==> src/design/lpht_pkg.sv <==
package lpht_pkg;

	localparam int DEF_SLOTS        = 1024;
	localparam int DEF_VALUE_BITS   = 32;
	localparam int KEY_BITS         = 32;
	localparam int OUT_VALUE_BITS   = 32;
	localparam int ENTRY_COUNT_BITS = 11;
	localparam int MOD_DIGIT        = 4;

	localparam logic [31:0] GOLDEN_MUL = 32'd2654435761;

	localparam logic [2:0] REQ_PUT    = 3'd0;
	localparam logic [2:0] REQ_GET    = 3'd1;
	localparam logic [2:0] REQ_REMOVE = 3'd2;
	localparam logic [2:0] REQ_PEEK   = 3'd3;
	localparam logic [2:0] REQ_TAKE   = 3'd4;

	localparam logic [1:0] ST_OK      = 2'd0;
	localparam logic [1:0] ST_MISSING = 2'd1;
	localparam logic [1:0] ST_FULL    = 2'd2;

	typedef struct packed {
		logic       clear;
		logic       load;
		logic       mix1;
		logic       mix2;
		logic       mul;
		logic       mod_step;
		logic       probe_home;
		logic       probe_zero;
		logic       probe_run;
		logic       commit;
		logic       finish;
		logic [1:0] fin_status;
	} lpht_cmd_t;

	typedef struct packed {
		logic is_put;
		logic is_lookup;
		logic is_first;
		logic full;
		logic empty;
		logic mod_last;
		logic hit;
		logic exhausted;
		logic clr_last;
	} lpht_stat_t;

endpackage

==> src/design/lpht_ctrl.sv <==
module lpht_ctrl import lpht_pkg::*; (
	input  logic       clk,
	input  logic       arst_n,
	input  logic       start,
	input  lpht_stat_t stat,
	output lpht_cmd_t  cmd,
	output logic       busy
);

	localparam logic [3:0] S_CLEAR  = 4'd0;
	localparam logic [3:0] S_IDLE   = 4'd1;
	localparam logic [3:0] S_DECODE = 4'd2;
	localparam logic [3:0] S_MIX1   = 4'd3;
	localparam logic [3:0] S_MIX2   = 4'd4;
	localparam logic [3:0] S_MUL    = 4'd5;
	localparam logic [3:0] S_MOD    = 4'd6;
	localparam logic [3:0] S_PROBE  = 4'd7;
	localparam logic [3:0] S_COMMIT = 4'd8;

	logic [3:0] state_q;
	logic [3:0] state_d;

	always_comb begin
		cmd     = '0;
		state_d = state_q;
		unique case (state_q)
			S_CLEAR: begin
				cmd.clear = 1'b1;
				if (stat.clr_last) begin
					state_d = S_IDLE;
				end
			end
			S_IDLE: begin
				if (start) begin
					cmd.load = 1'b1;
					state_d  = S_DECODE;
				end
			end
			S_DECODE: begin
				if (stat.is_put) begin
					if (stat.full) begin
						cmd.finish     = 1'b1;
						cmd.fin_status = ST_FULL;
						state_d        = S_IDLE;
					end else begin
						state_d = S_MIX1;
					end
				end else if (stat.is_lookup) begin
					state_d = S_MIX1;
				end else if (stat.is_first && !stat.empty) begin
					cmd.probe_zero = 1'b1;
					state_d        = S_PROBE;
				end else begin
					cmd.finish     = 1'b1;
					cmd.fin_status = ST_MISSING;
					state_d        = S_IDLE;
				end
			end
			S_MIX1: begin
				cmd.mix1 = 1'b1;
				state_d  = S_MIX2;
			end
			S_MIX2: begin
				cmd.mix2 = 1'b1;
				state_d  = S_MUL;
			end
			S_MUL: begin
				cmd.mul = 1'b1;
				state_d = S_MOD;
			end
			S_MOD: begin
				cmd.mod_step = 1'b1;
				if (stat.mod_last) begin
					cmd.probe_home = 1'b1;
					state_d        = S_PROBE;
				end
			end
			S_PROBE: begin
				cmd.probe_run = 1'b1;
				if (stat.hit) begin
					state_d = S_COMMIT;
				end else if (stat.exhausted) begin
					cmd.finish     = 1'b1;
					cmd.fin_status = stat.is_put ? ST_FULL : ST_MISSING;
					state_d        = S_IDLE;
				end
			end
			S_COMMIT: begin
				cmd.commit     = 1'b1;
				cmd.finish     = 1'b1;
				cmd.fin_status = ST_OK;
				state_d        = S_IDLE;
			end
			default: begin
				state_d = S_IDLE;
			end
		endcase
	end

	always_ff @(posedge clk or negedge arst_n) begin
		if (!arst_n) begin
			state_q <= S_CLEAR;
		end else begin
			state_q <= state_d;
		end
	end

	assign busy = (state_q != S_IDLE);

endmodule

==> config.mk <==
export PLATFORM = sky130hd
export DESIGN_NAME = lpht_ctrl
export DESIGN_NICKNAME = d
export VERILOG_FILES = /design/src/design/lpht_pkg.sv /design/src/design/lpht_ctrl.sv
export SDC_FILE = /design/constraint.sdc
export NUM_CORES = 1
export LEC_CHECK = 0
export BUFFER_PORTS_ARGS = -buffer_cell sky130_fd_sc_hd__buf_2
export CORE_MARGIN = 2
export CORE_UTILIZATION = 28
export CTS_BUF_LIST = sky130_fd_sc_hd__clkbuf_8
export CTS_CLUSTER_SIZE = 10
export DETAILED_ROUTE_END_ITERATION = 7
export GPL_ROUTABILITY_DRIVEN = 0
export GPL_TIMING_DRIVEN = 0
export PLACE_DENSITY_LB_ADDON = 0.25
export SYNTH_ARGS = -nofsm -noshare
export SYNTH_HDL_FRONTEND = slang
export SYNTH_SLANG_ARGS = --single-unit
==> constraint.sdc <==
create_clock -name clk -period 1.5 [get_ports clk]
set_input_delay 0.225 -clock clk [delete_from_list [all_inputs] [get_ports clk]]
set_output_delay 0.225 -clock clk [all_outputs]
set_load 0.02 [all_outputs]
==> impl_metrics.json <==
{
  "die_w_um": 44.83,
  "dp.cells": 96,
  "end_kind": "output pin",
  "async_flop_share": 1.000,
  "fin_nets": 104,
  "power_leakage_nw": 0.4130,
  "grt_overflow_total": 0,
  "rsz0062_at_grt": "yes",
  "drive_gt1_frac": 0.6444,
  "n_antenna_cell": 0,
  "p_int_w": 0.0009401,
  "clock_power_share": 0.136,
  "n_fill_cell": 147,
  "violations": "negative setup slack",
  "post-route-util": 0.5560,
  "layout.cells.non_filler": 106,
  "ys_warn_count": 0,
  "ant_nets": 0,
  "ctsLongestPathBuffers": 2,
  "syn_area_per_cell_um2": 8.485,
  "drt_iter0_drc": 5,
  "grt_max_degree": 11,
  "rows": 14,
  "critPathRequiredTime_ns": 1.27,
  "die_y_um": 44.83,
  "combPwrFrac": 0.728,
  "cap_violations": 0,
  "slew_viol_final": 0,
  "grt_pass1_wl_mm": 2.449,
  "final_cell_mix": "buf_4 (15), buf_2 (12), buf_6 (6)",
  "dr.pass1.iters": 4,
  "clock_latency_ns": 0.21,
  "p_seq_frac": 0.136,
  "max_freq_ghz": 0.5200,
  "reg_top3": "state_q (4)",
  "finalSetupViolations": 14,
  "powerDensity_nw_per_um2": 1924,
  "h-tree-depth": 1,
  "synth.cell_area_um2": 466.7,
  "wire_per_inst_um": 14.58,
  "outcome": "complete, but fails checks",
  "largest_register_ff_count": 4,
  "layout_setup_ws_ns": -0.4230,
  "finClkSkew_ns": 0.001693,
  "first_global_vias": 546,
  "setup-tns-final_ns": -2.613,
  "worstPathMaxFanout": 3,
  "synth_enable_flop_cells": 0,
  "drt_wl_total_mm": 1.545,
  "syn_to_final_growth_pct": 83.65,
  "synthDistinctLibCells": 32,
  "vias_per_cell": 5.443,
  "dp_hpwl_mm": 1.014,
  "power_switching_share": 0.4298,
  "numCtsBuffers": 3,
  "antenna_found_initial": 0,
  "yosysSeqAreaShare": 0.2145,
  "hp-class": "in -> reg",
  "min_period_ns": 1.923,
  "core_um2": 1541,
  "cp-start-kind": "flop",
  "clock_sinks": 4,
  "ys_seq_elements": 4,
  "portBuffers": 25,
  "cts_tree": "yes",
  "synth_cells": 55,
  "layout_commonest_cell": "buf_4",
  "path_clk_slew_ns": 0.03,
  "root_buffer": "clkbuf_8",
  "syn_nets": 67,
  "grt_usage": 0.1638,
  "route.vias.total": 577,
  "crit_type": "reg -> out",
  "fin_crit_sh": 1.282,
  "die_area_um2": 2009,
  "initial_core_util": 0.3028,
  "timing.slew.headroom": 0.7819,
  "ir_drop_v": 0.0007212,
  "p_switching_w": 0.0007087,
  "tightest_slew_ns": 0.3231,
  "drcViolationCount": 0,
  "ios": 26,
  "largest-register": "state_q",
  "hold_violations": 0,
  "worstPathArrival_ns": 1.70,
  "synth_ff_type": "dfrtp_1"
}
-- final timing paths --
check / startpoint / end / slack (ns) / cells after the start
worst max-delay path: state_q[0] / cmd[5] / -0.42 / 3
max in group asynchronous: arst_n / state_q[1] / 1.02 / 2
min in group asynchronous: arst_n / state_q[3] / 0.35 / 2
worst max register to register: state_q[0] / state_q[2] / -0.10 / 4
worst min register to register: state_q[1] / state_q[0] / 0.77 / 2
worst min-delay path: stat[2] / state_q[3] / 0.29 / 2
-- cells by family after synthesis --
family	Yosys count	share of synthesized area
muxes	2	0.04290
AOI/OAI and AO/OA	12	0.2172
buffers and inverters	7	0.07238
and+or+nand+nor	30	0.4531
DFF	4	0.2145
-- routing by layer --
layer	GRT usage	vias up	wire length, um
met5	0	-	0
met3	0.01600	2	87
met2	0.2899	27	799
li1	-	283	-
met1	0.2078	265	643
met4	0.05294	0	14
-- critical path: stages (launching register included) --
cell,delay [ns]
dfrtp_2,0.41
or4b_4,0.59
nor4_4,0.30
buf_4,0.19
-- Yosys cell counts, types with 3 or more instances --
| master | number | area share |
|---|---|---|
| clkbuf_1 | 3 | 0.024 |
| nor3_1 | 5 | 0.054 |
| dfrtp_1 | 4 | 0.21 |
| and3_1 | 3 | 0.040 |
| inv_1 | 3 | 0.024 |
| nand3b_1 | 3 | 0.048 |
-- power groups by stage --
stage	combinational [W]	sequential (W)	clock (W)
finish	0.00120	0.000224	0.000225
global route	0.00128	0.000236	0.000235
CTS	0.00112	0.000217	0.000228
detailed placement	0.000774	0.000228	0
global placement	0.000764	0.000230	0
floorplan	0.000581	0.000207	0
-- layout make-up --
class / count / area (um^2) / share of cell area
clock buffer: 3 / 41.29 / 0.04818
buffer: 3 / 30.03 / 0.03504
multi-input combinational: 44 / 409.1 / 0.4774
tap: 16 / 20.02 / 0.02336
inverter: 3 / 11.26 / 0.01314
timing repair buffer: 33 / 242.7 / 0.2832
sequential: 4 / 102.6 / 0.1197
-- what timing repair did --
item | 4_1_cts | 5_1_grt
hold buffers | 1 | 0
pin swaps | 6 | 5
setup buffers | 5 | 2
endpoints found under the hold margin | 4 | 0
setup endpoints to repair | 15 | 16
gates resized for setup | 34 | 9
-- metrics by stage --
stage | hold slack [ns] | total power, W | setup WS [ns] | cell area, um^2
2_1_floorplan | -0.07059 | 0.0007881 | -0.1190 | 479.2
3_3_place_gp | 0.03138 | 0.0009938 | -0.2321 | 624.3
3_5_place_dp | 0.03305 | 0.001002 | -0.2527 | 624.3
4_1_cts | 0.2881 | 0.001561 | -0.4175 | 827.0
5_1_grt | 0.3059 | 0.001756 | -0.4416 | 857.1
6_report | 0.2900 | 0.001649 | -0.4230 | 857.1
No activity file was read; power rests on OpenSTA's default activity.
